## src/design/gpde_isqrt.sv

```systemverilog
// ----------------------------------------------------------------------------
// gpde_isqrt
// Pipelined digit-by-digit integer square root, one root bit per stage.
// ----------------------------------------------------------------------------
module gpde_isqrt #(
    parameter int ROOT_W = 33,
    parameter int SIDE_W = 1
) (
    input  logic                clk,
    input  logic                rst_n,
    input  logic                en,
    input  logic                in_valid,
    input  logic [2*ROOT_W-1:0] rad,
    input  logic [SIDE_W-1:0]   side_in,
    output logic                out_valid,
    output logic [ROOT_W-1:0]   root,
    output logic [SIDE_W-1:0]   side_out
);

    localparam int RAD_W = 2 * ROOT_W;

    logic [ROOT_W:0]   rem_reg  [ROOT_W];
    logic [ROOT_W:0]   rem_next [ROOT_W];
    logic [ROOT_W-1:0] root_reg [ROOT_W];
    logic [ROOT_W-1:0] root_next[ROOT_W];
    logic [RAD_W-1:0]  rad_reg  [ROOT_W];
    logic [RAD_W-1:0]  rad_next [ROOT_W];
    logic [SIDE_W-1:0] side_reg [ROOT_W];
    logic [SIDE_W-1:0] side_next[ROOT_W];
    logic [ROOT_W-1:0] vld_reg;
    logic [ROOT_W-1:0] vld_next;

    // The remainder never exceeds twice the partial root, so ROOT_W+1 bits
    // hold it; the trial subtrahend is 4*root+1.
    always_comb
    begin
        logic [ROOT_W:0]   rem_cur;
        logic [ROOT_W-1:0] root_cur;
        logic [RAD_W-1:0]  rad_cur;
        logic [ROOT_W+2:0] t;
        logic [ROOT_W+2:0] trial;
        logic [ROOT_W+2:0] diff;
        logic              take;
        for (int k = 0; k < ROOT_W; k++)
        begin
            if (k == 0)
            begin
                rem_cur      = '0;
                root_cur     = '0;
                rad_cur      = rad;
                side_next[k] = side_in;
                vld_next[k]  = in_valid;
            end
            else
            begin
                rem_cur      = rem_reg[k-1];
                root_cur     = root_reg[k-1];
                rad_cur      = rad_reg[k-1];
                side_next[k] = side_reg[k-1];
                vld_next[k]  = vld_reg[k-1];
            end
            t            = {rem_cur, rad_cur[RAD_W-1:RAD_W-2]};
            trial        = {1'b0, root_cur, 2'b01};
            diff         = t - trial;
            take         = (t >= trial);
            rem_next[k]  = take ? diff[ROOT_W:0] : t[ROOT_W:0];
            root_next[k] = {root_cur[ROOT_W-2:0], take};
            rad_next[k]  = {rad_cur[RAD_W-3:0], 2'b00};
        end
    end

    always_ff @(posedge clk or negedge rst_n)
    begin
        if (!rst_n)
        begin
            vld_reg <= '0;
        end
        else if (en)
        begin
            vld_reg <= vld_next;
        end
    end

    always_ff @(posedge clk)
    begin
        if (en)
        begin
            rem_reg  <= rem_next;
            root_reg <= root_next;
            rad_reg  <= rad_next;
            side_reg <= side_next;
        end
    end

    assign out_valid = vld_reg[ROOT_W-1];
    assign root      = root_reg[ROOT_W-1];
    assign side_out  = side_reg[ROOT_W-1];

endmodule

```

## config.mk

```make
export PLATFORM = sky130hd
export DESIGN_NAME = gpde_isqrt
export DESIGN_NICKNAME = d
export VERILOG_FILES = /design/src/design/gpde_isqrt.sv
export SDC_FILE = /design/constraint.sdc
export NUM_CORES = 2
export LEC_CHECK = 0
export BUFFER_PORTS_ARGS = -buffer_cell sky130_fd_sc_hd__buf_4
export CORE_UTILIZATION = 40
export CTS_BUF_LIST = sky130_fd_sc_hd__clkbuf_4
export CTS_CLUSTER_DIAMETER = 50
export DETAILED_ROUTE_END_ITERATION = 10
export GPL_ROUTABILITY_DRIVEN = 0
export PLACE_DENSITY = 0.64
export SYNTH_ARGS = -nofsm -noshare
export SYNTH_HDL_FRONTEND = slang
export SYNTH_SLANG_ARGS = --single-unit
```

## constraint.sdc

```tcl
create_clock -name clk -period 3.2 [get_ports clk]
set_input_delay 0.8 -clock clk [delete_from_list [all_inputs] [get_ports clk]]
set_output_delay 0.8 -clock clk [all_outputs]
set_load 0.005 [all_outputs]
```

# Word-level counts from Yosys, hierarchy flattened
# Cells that the tools add are included.
word_totals:
  regBits: 2740
  input_bits: 71
  out_inout_bits: 35
  word_cells: 229
classes:
  add_sub_neg: 32
  n_lt_le_gt_ge: 33
  mux: 32
op_table:
  columns: ["op", "n"]
  rows:
  - ["34-bit two-way mux", 31]
  - ["36-bit by 10-bit >= comparator with 1-bit output", 1]
  - ["36-bit by 11-bit >= comparator with 1-bit output", 1]
  - ["36-bit by 12-bit >= comparator with 1-bit output", 1]
  - ["36-bit by 13-bit >= comparator with 1-bit output", 1]
  - ["36-bit by 14-bit >= comparator with 1-bit output", 1]
  - ["36-bit by 15-bit >= comparator with 1-bit output", 1]
  - ["36-bit by 16-bit >= comparator with 1-bit output", 1]
  - ["36-bit by 17-bit >= comparator with 1-bit output", 1]
  - ["36-bit by 18-bit >= comparator with 1-bit output", 1]
  - ["36-bit by 19-bit >= comparator with 1-bit output", 1]
  - ["36-bit by 20-bit >= comparator with 1-bit output", 1]
  - ["36-bit by 21-bit >= comparator with 1-bit output", 1]
  - ["36-bit by 22-bit >= comparator with 1-bit output", 1]
  - ["36-bit by 23-bit >= comparator with 1-bit output", 1]
  - ["36-bit by 24-bit >= comparator with 1-bit output", 1]
  - ["36-bit by 25-bit >= comparator with 1-bit output", 1]
  - ["36-bit by 26-bit >= comparator with 1-bit output", 1]
  - ["36-bit by 27-bit >= comparator with 1-bit output", 1]
  - ["36-bit by 28-bit >= comparator with 1-bit output", 1]
  - ["36-bit by 29-bit >= comparator with 1-bit output", 1]
  - ["36-bit by 3-bit >= comparator with 1-bit output", 1]
  - ["36-bit by 30-bit >= comparator with 1-bit output", 1]
  - ["36-bit by 31-bit >= comparator with 1-bit output", 1]
  - ["43 further kinds", 43]

# Longest topological paths before layout
depth:
  word_depth: 2
  depth_mapped: 15
  mapped_depth_nobuf: 13

# Worst setup path after synthesis
# OpenSTA, ideal clock, no wires.
synth_timing:
  path_type: "reg2reg"
  start: "register rem_reg[562] (netlist name)"
  end: "register rem_reg[525] (netlist name), data pin"
  arrival_ns: 3.227
  t_required_ns: 2.940
  slack_ns: -0.287
  path_stages_with_launch: 12
  synth_period_minus_slack_ns: 3.487
  cell_sequence: "edfxtp_1 > or2_1 > buf_2 > or4_4 > or3_1 > buf_2 > or4_4 > or4_4 > nor2_4 > nand3_4 > buf_6 > mux2_4"
synth_lines:
  columns: ["item", "line_no", "rtl"]
  rows:
  - ["from (decl)", "22", "logic [ROOT_W:0] rem_reg [ROOT_W];"]
  - ["from (signal assigned)", "88", "rem_reg <= rem_next;"]

==> run_results.csv <==
group,metric,value,unit
clock_network,clock_latency,1.51,ns
placement,port_buffers,105,
timing,worst_slew_pin_slew,0.954,ns
synthesis,post_synth_inst_count,9651,
timing,timing.final.hold_violations,0,
global_routing,grt_max_degree,134,
outcome,status,"finished, violations left",
setup_path,path_delay_family,"compound AO/OA/AOI/OAI gates",
setup_path,r2r_cells,12,
clock_network,clk_pin_slew,0.07,ns
timing,setup_slack,-0.255,ns
clock_network,clkSinkCount,2720,
floorplanning,ioPinCount,106,
timing,layout_min_cycle_time,3.46,ns
global_routing,antenna_found_initial,7,
synthesis,async_flop_share,1.21,%
global_routing,grt_pass1_wl,427000,µm
floorplanning,die_height,563,µm
setup_path,r2r_start,"root_next[166]$_DFFE_PP_",
floorplanning,die_area,317000,µm²
finish,drive_above_1_share,25.5,%
setup_path,rr_endpoint,"rem_reg[177]$_DFFE_PP_",
setup_path,cp.arrival,4.64,ns
global_routing,grt_util_all_layers,16.5,%
route,wl,273000,µm
setup_path,cp-start-kind,"register",
floorplanning,rows,205,
global_routing,grt_pass1_vias,84394,
synthesis,synth_nets,10318,
pwr,clkPwrFrac,28.2,%
outcome,failed_checks,"negative setup slack",
setup_path,worstPathRequired,4.38,ns
timing,drv_slew,0,
synthesis,ys_seq_area_share,64.8,%
setup_path,crit_slowest_cell,"edfxtp_1",
synthesis,synth_seq_cells,2720,
pwr,powerDensity,666,nW/µm²
timing,holdWs,0.193,ns
placement,place_ws,-0.357,ns
synthesis,synth_edf_count,2687,
pwr,p_comb_share,24.9,%
setup_path,crit_cells,12,
route,wl_per_cell,16.9,µm
finish,instances_no_fill,16128,
pwr,finalPower,103,mW
global_routing,gr-total-overflow,0,
floorplanning,core,312000,µm²
placement,dp_hpwl,186000,µm
floorplanning,initial_utilization,40.3,%
clock_network,cts_max_level,6,
route,drc,0,
route,drtPass1Iterations,6,
setup_path,path_max_fanout,36,
pwr,internal_power,71.8,mW
floorplanning,die_w,563,µm
synthesis,netlist_area,126000,µm²
synthesis,synth-main-ff-cell,"edfxtp_1",
finish,final_common_cell,"edfxtp_1",
setup_path,cpPeakStageDelay,0.42,ns
finish,layout_common_cells,"2687 x edfxtp_1, 1021 x buf_4, 983 x clkbuf_4",
synthesis,yosysWarnings,0,
setup_path,rrSetupSlack,-0.26,ns
timing,report.final.setup_viol,152,
pwr,power_switching,31.1,mW
clock_network,cts.path.max_buffers,4,
setup_path,path_class,"reg -> reg",
clock_network,cts_tree,"built",
finish,largest_register_ffs,1037,
setup_path,cp-endpoint,"rem_reg[177]$_DFFE_PP_",
flow_run,drv_cap,0,
timing,rsz0062_at_grt,"true",
finish,fillers,26577,
clock_network,cts-buffers-inserted,712,
route,antenna_left,0,
pwr,leakagePower,60.5,nW
placement,dp_cells,14550,
setup_path,crit_start,"root_next[166]$_DFFE_PP_",
finish,final_nets,12135,
finish,syn2layout_area_growth,22.9,%
setup_path,critical_path_buf_inv_count,2,
synthesis,ys_types,91,
timing,finClkSkew,0.118,ns
route,num_vias,83001,
route,detail_route.vias_per_cell,5.15,
pwr,seq_power_share,46.9,%
hold_path,hold_class,"in -> reg",
pwr,ir_worst_vdd,0.426,mV
synthesis,syn_avg_cell_area,13.0,µm²
timing,max_slew_margin,36.2,%
timing,tns,-10.56,ns
pwr,p_sw_share,30.2,%
setup_path,cp_cell_sequence,"inv_2 > ha_4 > nor2b_4 > o31a_1 > o31ai_4 > a21oi_2 > a221o_1 > o21a_1 > a311oi_2 > nand2_2 > buf_12 > mux2_2",
route,first_iter_violations,5135,
setup_path,cp-end-kind,"register",
clock_network,cts-root-buf,"clkbuf_4",
timing,fmax,289,MHz
timing,finalCritPeriodShare,108,%
## power groups by stage
| stage | Sequential [mW] | Combinational, mW | Clock (mW) |
|---|---|---|---|
| 6_report | 48.3 | 25.6 | 29.0 |
| 5_1_grt | 48.7 | 28.0 | 32.2 |
| 4_1_cts | 48.1 | 23.5 | 30.4 |
| 3_5_place_dp | 48.8 | 22.6 | 0 |
| 3_3_place_gp | 48.7 | 21.9 | 0 |
| 2_1_floorplan | 47.5 | 15.6 | 0 |
## stage by stage
step           util [%]  area [µm²]
6_report           49.5      154000
5_1_grt            49.5      154000
4_1_cts            48.1      150000
3_5_place_dp       44.3      138000
3_3_place_gp       44.3      138000
2_1_floorplan         -      126000
## worst min path at each step
stage | from | to | slack, ns | depth (start not counted)
after CTS | rad[11] | rad_next[2061]$_DFFE_PP_ | 0.03 | 2
after global routing | rad[11] | rad_next[2061]$_DFFE_PP_ | 0.11 | 2
final | rad[11] | rad_next[2061]$_DFFE_PP_ | 0.19 | 2
after detailed placement | rad_next[1095]$_DFFE_PP_ | rad_next[1031]$_DFFE_PP_ | 0.40 | 0
after floorplan | rad_next[1090]$_DFFE_PP_ | rad_next[1026]$_DFFE_PP_ | 0.40 | 0
after global placement | rad_next[1444]$_DFFE_PP_ | rad_next[1380]$_DFFE_PP_ | 0.40 | 0
## per-layer routing
metal,vias up,GRT usage (%),share of wire [%]
li1,39861,-,-
met1,39949,18.8,40
met2,2337,29.2,51
met3,844,2.96,4.5
met4,10,8.89,5.0
met5,-,0,0.020
## kinds of logic (layout without fill, tap and decap cells)
kind of cell | count (synthesis) | in the layout | synth area share (%)
compound gates | 1960 | 1961 | 9.67
xor+xnor | 868 | 868 | 6.05
fa+ha+maj | 596 | 596 | 5.93
buf+inv | 940 | 3269 | 2.83
flops | 2720 | 2720 | 64.8
mux | 120 | 120 | 1.07
other cells | 1 | 8 | 0.00298
simple gates | 2446 | 2446 | 9.61
## timing repair
item                                    in CTS  in global routing
pin swaps                                   75                252
cloned                                      15                 13
hold buffers                               140                  0
endpoints found under the setup margin     404                663
setup buffers                               64                134
endpoints found under the hold margin     1174                  0
gates resized for setup                    260                673
## layout make-up
type	count	area [µm²]	share of cell area (%)
Multi-Input combinational cell	5992	44800	29.0
Timing Repair inverter	1	11.3	0.00729
Antenna cell	7	17.5	0.0113
Inverter	742	2800	1.81
Sequential cell	2720	81500	52.8
Tap cell	4140	5180	3.35
Clock inverter	244	1360	0.882
Timing Repair Buffer	1299	11400	7.39
Clock buffer	983	7380	4.78
## synth_stat cells, types with 114 or more instances
cell type / count / area share (%)
nand4_1: 114 / 0.57
edfxtp_1: 2687 / 64
ha_1: 596 / 5.9
nor2_1: 611 / 1.8
xor2_1: 437 / 3.0
nand3_1: 123 / 0.49
o21ai_0: 462 / 1.8
xnor2_1: 431 / 3.0
a21o_1: 276 / 1.6
nor3_1: 218 / 0.87
nand2b_1: 117 / 0.58
a21oi_1: 643 / 2.6
inv_1: 740 / 2.2
clkbuf_1: 168 / 0.50
o21a_1: 114 / 0.68
nand2_1: 643 / 1.9
nor4_1: 126 / 0.63
Power figures use the tool's default switching activity.
